## config.mk

```make
export PLATFORM = sky130hd
export DESIGN_NAME = stereo_width_ramped_mid_side_top
export DESIGN_NICKNAME = d
export VERILOG_FILES = /design/src/rtl/swrms_pkg.sv /design/src/rtl/swrms_div.sv /design/src/rtl/stereo_width_ramped_mid_side_top.sv
export SDC_FILE = /design/constraint.sdc
export NUM_CORES = 2
export LEC_CHECK = 0
export ABC_AREA = 1
export BUFFER_PORTS_ARGS = -buffer_cell sky130_fd_sc_hd__buf_2
export CORE_MARGIN = 1
export CORE_UTILIZATION = 50
export DETAILED_ROUTE_END_ITERATION = 10
export PLACE_DENSITY = 0.66
export SYNTH_ARGS = -nofsm -noshare
export SYNTH_HDL_FRONTEND = slang
export SYNTH_SLANG_ARGS = --single-unit
```

## constraint.sdc

```tcl
create_clock -name i_clk -period 17.6 [get_ports i_clk]
set_clock_uncertainty 0.2 [all_clocks]
set_input_delay 0.88 -clock i_clk [delete_from_list [all_inputs] [get_ports i_clk]]
set_output_delay 0.88 -clock i_clk [all_outputs]
set_load 0.01 [all_outputs]
```

## src/rtl/swrms_pkg.sv

```systemverilog
package swrms_pkg;

    // sample and gain formats
    localparam int SAMPLE_BITS     = 24;
    localparam int RAMP_COUNT_BITS = 16;
    localparam int WP_BITS         = 8;
    localparam int GAIN_BITS       = 32;   // unsigned Q2.30, holds 0 .. 2.0
    localparam int GAIN_FRAC       = 30;

    localparam logic [GAIN_BITS-1:0] GAIN_ONE = GAIN_BITS'(64'd1 << GAIN_FRAC);
    localparam logic [GAIN_BITS-1:0] GAIN_MAX = GAIN_BITS'(64'd1 << (GAIN_FRAC + 1));
    localparam logic [GAIN_BITS-1:0] INC_POS_MAX = {1'b0, {(GAIN_BITS-1){1'b1}}};

    // width target: round(wp * 2^30 / 100), wp clamped to 200
    localparam logic [WP_BITS-1:0] WP_MAX   = WP_BITS'(200);
    localparam logic [WP_BITS-1:0] WP_RESET = WP_BITS'(100);
    localparam logic [RAMP_COUNT_BITS-1:0] RAMP_RESET = RAMP_COUNT_BITS'(240);
    localparam int PCT_DIV    = 100;
    localparam int ROUND_HALF = PCT_DIV / 2;

    // target = wp * (2^30 div 100) + (wp * (2^30 mod 100) + 50) div 100
    localparam logic [GAIN_BITS-1:0] TGT_UNIT =
        GAIN_BITS'((64'd1 << GAIN_FRAC) / PCT_DIV);
    localparam int TGT_REM = int'((64'd1 << GAIN_FRAC) % PCT_DIV);
    // residue is at most 200 * 24 + 50 = 4850; x * 5243 >> 19 is x div 100 there
    localparam int RES_BITS  = 13;
    localparam int RCP_MUL   = 5243;
    localparam int RCP_SHIFT = 19;
    localparam int RCP_BITS  = RES_BITS + 13;

    // divider sizing (ramp increment, |delta| <= 2^31)
    localparam int DIV_NUM_BITS = GAIN_BITS;
    localparam int DIV_DEN_BITS = RAMP_COUNT_BITS;
    localparam int DIV_CNT_BITS = $clog2(DIV_NUM_BITS);

    // mid/side datapath sizing
    localparam int SUM_BITS  = SAMPLE_BITS + 1;
    localparam int PROD_BITS = SUM_BITS + GAIN_BITS + 1;
    localparam int ACC_BITS  = PROD_BITS + 1;
    localparam int SH_BITS   = ACC_BITS - GAIN_FRAC - 1;
    localparam logic signed [ACC_BITS-1:0] ACC_HALF = ACC_BITS'(64'd1 << GAIN_FRAC);
    localparam logic signed [SH_BITS-1:0]  SAT_HI   =
        SH_BITS'((64'd1 << (SAMPLE_BITS - 1)) - 64'd1);
    localparam logic signed [SH_BITS-1:0]  SAT_LO   = ~SAT_HI;

    // configuration register map
    localparam int CFG_IDX_BITS  = 2;
    localparam int CFG_DATA_BITS = 16;
    localparam logic [CFG_IDX_BITS-1:0] CFG_WIDTH = CFG_IDX_BITS'(0);
    localparam logic [CFG_IDX_BITS-1:0] CFG_RAMP  = CFG_IDX_BITS'(1);

    typedef struct packed {
        logic signed [SAMPLE_BITS-1:0] left_in;
        logic signed [SAMPLE_BITS-1:0] right_in;
    } t_in_word;

    typedef struct packed {
        logic signed [SAMPLE_BITS-1:0] left_out;
        logic signed [SAMPLE_BITS-1:0] right_out;
    } t_out_word;

    typedef struct packed {
        logic                    start;
        logic [DIV_NUM_BITS-1:0] num;
        logic [DIV_DEN_BITS-1:0] den;
    } t_div_req;

    typedef struct packed {
        logic                    done;
        logic [DIV_NUM_BITS-1:0] quo;
    } t_div_rsp;

endpackage

```

## src/rtl/swrms_div.sv

```systemverilog
module swrms_div (
    input  logic                i_clk,
    input  logic                i_rst_n,
    input  swrms_pkg::t_div_req i_req,
    output swrms_pkg::t_div_rsp o_rsp
);

    localparam int NB = swrms_pkg::DIV_NUM_BITS;
    localparam int DB = swrms_pkg::DIV_DEN_BITS;
    localparam int CB = swrms_pkg::DIV_CNT_BITS;

    logic          r_busy;
    logic          r_done;
    logic [CB-1:0] r_cnt;
    logic [NB-1:0] r_quo;
    logic [DB-1:0] r_rem;
    logic [DB-1:0] r_den;

    logic [DB:0]   w_shift;
    logic          w_ge;

    // one restoring step: shift in the next dividend bit, trial subtract
    assign w_shift = {r_rem, r_quo[NB-1]};
    assign w_ge    = (w_shift >= {1'b0, r_den});

    always_ff @(posedge i_clk) begin
        if (!i_rst_n) begin
            r_busy <= 1'b0;
            r_done <= 1'b0;
            r_cnt  <= '0;
        end else begin
            r_done <= 1'b0;
            if (i_req.start) begin
                r_busy <= 1'b1;
                r_cnt  <= '0;
            end else if (r_busy) begin
                r_cnt <= r_cnt + CB'(1);
                if (r_cnt == CB'(NB - 1)) begin
                    r_busy <= 1'b0;
                    r_done <= 1'b1;
                end
            end
        end
    end

    // quotient bits shift in where the dividend shifts out
    always_ff @(posedge i_clk) begin
        if (i_req.start) begin
            r_quo <= i_req.num;
            r_rem <= '0;
            r_den <= i_req.den;
        end else if (r_busy) begin
            r_rem <= w_ge ? DB'(w_shift - {1'b0, r_den}) : w_shift[DB-1:0];
            r_quo <= {r_quo[NB-2:0], w_ge};
        end
    end

    assign o_rsp.done = r_done;
    assign o_rsp.quo  = r_quo;

endmodule

```

## src/rtl/stereo_width_ramped_mid_side_top.sv

```systemverilog
// channel   | handshake                 | word
// ----------+---------------------------+--------------------------------
// input     | i_in_valid / o_in_ready   | i_in_data  (left_in, right_in)
// output    | o_out_valid / i_out_ready | o_out_data (left_out, right_out)
// config    | i_cfg_we (no wait)        | i_cfg_idx, i_cfg_data
//
// The result word is registered after a frame is taken through the steps decide, gain
// step, multiply and round; a new ramp first runs the 32-step restoring divider for the
// increment between decide and gain step. Ready returns with the word. Synchronous
// active-low reset; the gain jumps to the target on the first frame after reset. A
// stalled output word holds in its register; the next frame is taken meanwhile and
// waits in the last step until it frees.
module stereo_width_ramped_mid_side_top (
    input  logic                                   i_clk,
    input  logic                                   i_rst_n,
    input  logic                                   i_in_valid,
    output logic                                   o_in_ready,
    input  swrms_pkg::t_in_word                    i_in_data,
    output logic                                   o_out_valid,
    input  logic                                   i_out_ready,
    output swrms_pkg::t_out_word                   o_out_data,
    input  logic                                   i_cfg_we,
    input  logic [swrms_pkg::CFG_IDX_BITS-1:0]     i_cfg_idx,
    input  logic [swrms_pkg::CFG_DATA_BITS-1:0]    i_cfg_data
);

    localparam int SB = swrms_pkg::SAMPLE_BITS;
    localparam int GB = swrms_pkg::GAIN_BITS;
    localparam int RB = swrms_pkg::RAMP_COUNT_BITS;
    localparam int WB = swrms_pkg::WP_BITS;
    localparam int AB = swrms_pkg::ACC_BITS;
    localparam int HB = swrms_pkg::SH_BITS;
    localparam int XB = swrms_pkg::RES_BITS;
    localparam int MB = swrms_pkg::RCP_BITS;

    localparam logic [2:0] ST_IDLE  = 3'd0;
    localparam logic [2:0] ST_TGT   = 3'd1;
    localparam logic [2:0] ST_INC   = 3'd2;
    localparam logic [2:0] ST_APPLY = 3'd3;
    localparam logic [2:0] ST_MUL   = 3'd4;
    localparam logic [2:0] ST_OUT   = 3'd5;

    logic [2:0]                                r_state;
    logic [WB-1:0]                             r_wp;
    logic [RB-1:0]                             r_ramp;
    logic [GB-1:0]                             r_gain_now;
    logic [GB-1:0]                             r_gain_goal;
    logic [GB-1:0]                             r_gain_inc;
    logic [RB-1:0]                             r_frames;
    logic                                      r_primed;
    logic [GB-1:0]                             r_target;
    logic                                      r_inc_neg;
    logic signed [SB-1:0]                      r_left;
    logic signed [SB-1:0]                      r_right;
    logic signed [swrms_pkg::PROD_BITS-1:0]    r_prod;
    logic                                      r_out_valid;
    swrms_pkg::t_out_word                      r_out_data;

    swrms_pkg::t_div_req w_div_req;
    swrms_pkg::t_div_rsp w_div_rsp;

    logic                                      w_accept;
    logic                                      w_out_free;
    logic [WB-1:0]                             w_wp_clamp;
    logic [XB-1:0]                             w_tgt_res;
    logic [MB-1:0]                             w_tgt_rcp;
    logic [RB-1:0]                             w_ramp_eff;
    logic [GB-1:0]                             w_target;
    logic signed [GB:0]                        w_delta;
    logic [GB:0]                               w_delta_mag;
    logic                                      w_new_ramp;
    logic [GB-1:0]                             w_quo;
    logic [GB-1:0]                             n_gain_inc;
    logic signed [GB+1:0]                      w_gain_sum;
    logic [GB-1:0]                             n_gain_now;
    logic signed [swrms_pkg::SUM_BITS-1:0]     w_sum;
    logic signed [swrms_pkg::SUM_BITS-1:0]     w_diff;
    logic signed [GB:0]                        w_gain_s;
    logic signed [swrms_pkg::PROD_BITS-1:0]    w_prod;
    logic signed [AB-1:0]                      w_base;
    logic signed [AB-1:0]                      w_acc_l;
    logic signed [AB-1:0]                      w_acc_r;

    function automatic logic signed [SB-1:0] sat_sample(input logic signed [HB-1:0] v);
        logic signed [HB-1:0] c;
        begin
            c = v;
            if (v > swrms_pkg::SAT_HI) begin
                c = swrms_pkg::SAT_HI;
            end else if (v < swrms_pkg::SAT_LO) begin
                c = swrms_pkg::SAT_LO;
            end
            sat_sample = c[SB-1:0];
        end
    endfunction

    assign o_in_ready  = (r_state == ST_IDLE);
    assign w_accept    = i_in_valid && o_in_ready;
    assign w_out_free  = !r_out_valid || i_out_ready;
    assign o_out_valid = r_out_valid;
    assign o_out_data  = r_out_data;

    // width target by constant multiplies, residue divided by reciprocal
    assign w_wp_clamp  = (r_wp > swrms_pkg::WP_MAX) ? swrms_pkg::WP_MAX : r_wp;
    assign w_tgt_res   = XB'(w_wp_clamp) * XB'(swrms_pkg::TGT_REM)
                         + XB'(swrms_pkg::ROUND_HALF);
    assign w_tgt_rcp   = MB'(w_tgt_res) * MB'(swrms_pkg::RCP_MUL);
    assign w_target    = GB'(w_wp_clamp) * swrms_pkg::TGT_UNIT
                         + GB'(w_tgt_rcp[MB-1:swrms_pkg::RCP_SHIFT]);

    // ramp setup terms
    assign w_ramp_eff  = (r_ramp == '0) ? RB'(1) : r_ramp;
    assign w_delta     = $signed({1'b0, r_target}) - $signed({1'b0, r_gain_now});
    assign w_delta_mag = w_delta[GB] ? (GB+1)'(-w_delta) : w_delta;
    assign w_new_ramp  = r_primed && (r_target != r_gain_goal);

    // divider request: increment magnitude on a new ramp
    assign w_div_req.start = (r_state == ST_TGT) && w_new_ramp;
    assign w_div_req.num   = w_delta_mag[GB-1:0];
    assign w_div_req.den   = w_ramp_eff;

    swrms_div u_div (
        .i_clk   (i_clk),
        .i_rst_n (i_rst_n),
        .i_req   (w_div_req),
        .o_rsp   (w_div_rsp)
    );

    // increment: sign back on, saturate to signed 32
    assign w_quo = w_div_rsp.quo[GB-1:0];
    always_comb begin
        if (r_inc_neg) begin
            n_gain_inc = -w_quo;
        end else if (w_quo[GB-1]) begin
            n_gain_inc = swrms_pkg::INC_POS_MAX;
        end else begin
            n_gain_inc = w_quo;
        end
    end

    // ramp step with clamp to [0, 2.0], forced onto goal on the last frame
    assign w_gain_sum = $signed({2'b00, r_gain_now})
                        + $signed({{2{r_gain_inc[GB-1]}}, r_gain_inc});
    always_comb begin
        if (r_frames == RB'(1)) begin
            n_gain_now = r_gain_goal;
        end else if (w_gain_sum < 0) begin
            n_gain_now = '0;
        end else if (w_gain_sum > $signed({2'b00, swrms_pkg::GAIN_MAX})) begin
            n_gain_now = swrms_pkg::GAIN_MAX;
        end else begin
            n_gain_now = w_gain_sum[GB-1:0];
        end
    end

    // mid/side mix
    assign w_sum    = $signed({r_left[SB-1], r_left}) + $signed({r_right[SB-1], r_right});
    assign w_diff   = $signed({r_left[SB-1], r_left}) - $signed({r_right[SB-1], r_right});
    assign w_gain_s = $signed({1'b0, r_gain_now});
    assign w_prod   = w_diff * w_gain_s;
    assign w_base   = ($signed({{(AB-swrms_pkg::SUM_BITS){w_sum[swrms_pkg::SUM_BITS-1]}}, w_sum})
                      <<< swrms_pkg::GAIN_FRAC) + swrms_pkg::ACC_HALF;
    assign w_acc_l  = w_base + $signed({r_prod[swrms_pkg::PROD_BITS-1], r_prod});
    assign w_acc_r  = w_base - $signed({r_prod[swrms_pkg::PROD_BITS-1], r_prod});

    // configuration registers
    always_ff @(posedge i_clk) begin
        if (!i_rst_n) begin
            r_wp   <= swrms_pkg::WP_RESET;
            r_ramp <= swrms_pkg::RAMP_RESET;
        end else if (i_cfg_we) begin
            case (i_cfg_idx)
                swrms_pkg::CFG_WIDTH: r_wp   <= i_cfg_data[WB-1:0];
                swrms_pkg::CFG_RAMP:  r_ramp <= i_cfg_data[RB-1:0];
                default: begin
                end
            endcase
        end
    end

    // sequencer and gain state
    always_ff @(posedge i_clk) begin
        if (!i_rst_n) begin
            r_state     <= ST_IDLE;
            r_gain_now  <= swrms_pkg::GAIN_ONE;
            r_gain_goal <= swrms_pkg::GAIN_ONE;
            r_gain_inc  <= '0;
            r_frames    <= '0;
            r_primed    <= 1'b0;
            r_out_valid <= 1'b0;
        end else begin
            // the last step reloads the output word itself
            if (r_out_valid && i_out_ready && (r_state != ST_OUT)) begin
                r_out_valid <= 1'b0;
            end
            case (r_state)
                ST_IDLE: begin
                    if (w_accept) begin
                        r_state <= ST_TGT;
                    end
                end
                ST_TGT: begin
                    if (!r_primed) begin
                        r_gain_now  <= r_target;
                        r_gain_goal <= r_target;
                        r_primed    <= 1'b1;
                        r_state     <= ST_APPLY;
                    end else if (w_new_ramp) begin
                        r_state <= ST_INC;
                    end else begin
                        r_state <= ST_APPLY;
                    end
                end
                ST_INC: begin
                    if (w_div_rsp.done) begin
                        r_gain_inc  <= n_gain_inc;
                        r_gain_goal <= r_target;
                        r_frames    <= w_ramp_eff;
                        r_state     <= ST_APPLY;
                    end
                end
                ST_APPLY: begin
                    if (r_frames != '0) begin
                        r_gain_now <= n_gain_now;
                        r_frames   <= r_frames - RB'(1);
                    end
                    r_state <= ST_MUL;
                end
                ST_MUL: begin
                    r_state <= ST_OUT;
                end
                ST_OUT: begin
                    if (w_out_free) begin
                        r_out_valid <= 1'b1;
                        r_state     <= ST_IDLE;
                    end
                end
                default: begin
                    r_state <= ST_IDLE;
                end
            endcase
        end
    end

    // datapath registers
    always_ff @(posedge i_clk) begin
        if (w_accept) begin
            r_left   <= i_in_data.left_in;
            r_right  <= i_in_data.right_in;
            r_target <= w_target;
        end
        if (r_state == ST_TGT) begin
            r_inc_neg <= w_delta[GB];
        end
        if (r_state == ST_MUL) begin
            r_prod <= w_prod;
        end
        if (r_state == ST_OUT && w_out_free) begin
            r_out_data.left_out  <= sat_sample(w_acc_l[AB-1:swrms_pkg::GAIN_FRAC+1]);
            r_out_data.right_out <= sat_sample(w_acc_r[AB-1:swrms_pkg::GAIN_FRAC+1]);
        end
    end

endmodule

```

==> impl_metrics.yaml <==
worst_setup_path:
  crit_path_top_delay_cell: "inv_2"
  cp-start-kind: "flip-flop"
  crit_arrival_ns: 10.89
  reg2reg_setup_slack_ns: 6.90
  regToRegStartpoint: "r_left[3]"
  end_kind: "flip-flop"
  path_class: "reg2reg"
  crit_path_frequent_cell: "fa_1"
  slowest_delay_ns: 0.80
  crit_start: "r_left[3]"
  cp.required_ns: 17.79
  cp_max_fo: 30
clocking:
  cts_sinks: 399
  htreeDepth: 2
  tritoncts: "yes"
  clkSlewWorstSetupHoldPaths_ns: 0.07
  clockBufferDepth: 3
  cts_resized: 0
  postCtsSetupBuffers: 0
  cts_made_buffers: 47
  cts_hold_buf: 0
  root_buffer: "clkbuf_16"
  insertion_delay_ns: 0.69
routing:
  top_layer_used: "met5"
  met2_length_mm: 99.7
  vias: 56300
  via_per_inst: 5.55
  drt_wl_total_mm: 214
  wl_met3_mm: 17.6
  met1_length_mm: 83.8
  drcViolationCount: 0
  dr.pass1.iters: 6
  final_antenna_net_count: 0
  drtIter0Drc: 4901
  drt-wirelength-per-cell_um: 21.1
timing:
  finalSetupTns_ns: 0
  setup_viol: 0
  fin_crit_sh_pct: 60.8
  finalWorstPathRequiredPeriod_ns: 10.70
  maxSlewViolCount: 0
  slew_headroom_pct: 28.7
  timing.fmax_ghz: 0.0935
  rsz0062_at_grt: "no"
  final.setup.worst_slack_ns: 6.90
  worst_pin_slew_ns: 1.07
  finalHoldViolations: 0
  holdWs_ns: 0.176
global_route:
  antenna_found_initial: 6
  grt_pass1_vias: 56100
  grt_pass1_wl_mm: 326
  globalRouteOverflowTotal: 0
  grt_start_max_net_pins: 74
  grt_usage_pct: 33.7
placement:
  placed_area_um2: 64900
  dpl_worst_slack_ns: 7.06
  globalplace.congestion: 1.02
  portBuffers: 120
  dpl.hpwl_mm: 172
logic_synthesis:
  synthesis.nets: 9920
  synth_ff_type: "edfxtp_1"
  avgSynthCellArea_um2: 7.39
  ys_seq_area_share_pct: 16.4
  synth_area_leaders: "fa_1 (24%), ha_1 (11%), edfxtp_1 (11%), nand2_1 (11%), inv_1 (11%)"
  ys_seq_elements: 399
  yosysTopAreaCell: "fa_1"
  ys_types: 69
  synth-edff-count: 235
  synthArstFlopShare_pct: 0
  syn_area_um2: 62900
  syn_inst: 8512
  netlist.area_leader.share_pct: 24.2
  yosysWarnings: 0
die:
  io_pins: 121
  row_count: 129
  core_um2: 124000
  initial_utilization_pct: 50.6
  fp.dieW_um: 357
  dieArea_um2: 127000
  die_h_um: 357
layout:
  drive_above_1_share_pct: 4.46
  layout_commonest_cell: "nand2_1"
  area_delta_synth_final_pct: 5.84
  fin_nets: 9876
  layout_common_cells: "nand2_1 (1,845), inv_1 (1,769), nor2_1 (818)"
  design_area_um2: 66600
worst_hold_path:
  holdCritPathClass: "in2reg"
  hp-start: "i_in_data[46]"
run_status:
  outcome: "complete, no violations"
run:
  maxCapViolCount: 0
==> cell type report <==
type                            count  area [um^2]
Antenna cell                        2         5.00
Tap cell                         1637         2050
Multi-Input combinational cell   6024        44700
Clock inverter                     33          427
Clock buffer                       54         1220
Sequential cell                   399        10300
Fill cell                       12200        57700
Inverter                         1807         6780
Timing Repair Buffer              189         1120
==> critical path, delay by kind of cell, from the launching register on <==
kind                       cells  cell delay, ns
DFF                            1            0.40
buffers and inverters          7            1.31
and+or+nand+nor               10            2.24
adders and majority gates      9            4.66
xor gates and xnor gates       1            0.09
AOI/OAI and AO/OA              8            1.51
==> state kept, by name, indices dropped and copies added (netlist names) <==
signal        flops
r_prod           58
o_out_data       48
r_gain_goal      32
r_gain_inc       32
r_gain_now       32
r_target         32
u_div.r_quo      32
r_left           24
r_right          24
r_frames         16
r_ramp           16
u_div.r_den      16
u_div.r_rem      16
r_wp              8
u_div.r_cnt       5
r_state           3
o_out_valid       1
r_inc_neg         1
r_primed          1
u_div.r_busy      1
u_div.r_done      1
==> Yosys cell counts, types with 5 or more instances <==
master and number:
a211oi_1 7, a21boi_0 6, a21o_1 29, a21oi_1 462, a21oi_2 5, a221oi_1 11
a31oi_1 49, and2_1 5, and3_1 6, buf_2 49, buf_4 13, clkbuf_1 214
clkinv_1 21, dfxtp_1 164, edfxtp_1 235, fa_1 762, ha_1 575, inv_1 1769
inv_2 17, nand2_1 1846, nand2_2 19, nand3_1 381, nand3b_1 17, nand4_1 94
nor2_1 820, nor2_2 19, nor3_1 78, nor4_1 34, o2111ai_1 5, o211ai_1 30
o21a_1 12, o21ai_0 333, o21ai_1 21, o21ai_2 6, o21bai_1 27, o221ai_1 7
o22ai_1 5, o31ai_1 10, or2_2 21, xnor2_1 73, xor2_1 206
==> per-layer routing <==
metal,GRT usage (%),up-vias
met1,41.3,27100
met5,0,-
met3,6.18,565
met2,56.3,2385
met4,17.6,8
li1,-,26300
==> per-stage QoR <==
step | util [%] | cells
floorplan | - | 8512
global placement | 52.3 | 10100
detailed placement | 52.3 | 10100
CTS | 53.6 | 10100
global route | 53.6 | 10100
finish | 53.6 | 10100
==> cells by family after synthesis <==
kind of cell / count (synthesis) / share of synthesized area, %
buf+inv: 2089 / 12.7
fa+ha+maj: 1337 / 35.7
simple gates: 3360 / 22.0
compound gates: 1045 / 9.24
xor+xnor: 282 / 3.96
flops: 399 / 16.4
==> path summary, 6_finish.rpt <==
kind	end	cells past startpoint
min	r_left[22]	1
max reg2reg	r_prod[56]	35
min reg2reg	u_div.r_den[12]	0
max	r_prod[56]	35
Power is not shown: default switching activity piles up to over one toggle a cycle in this logic, so the estimate is an artifact.
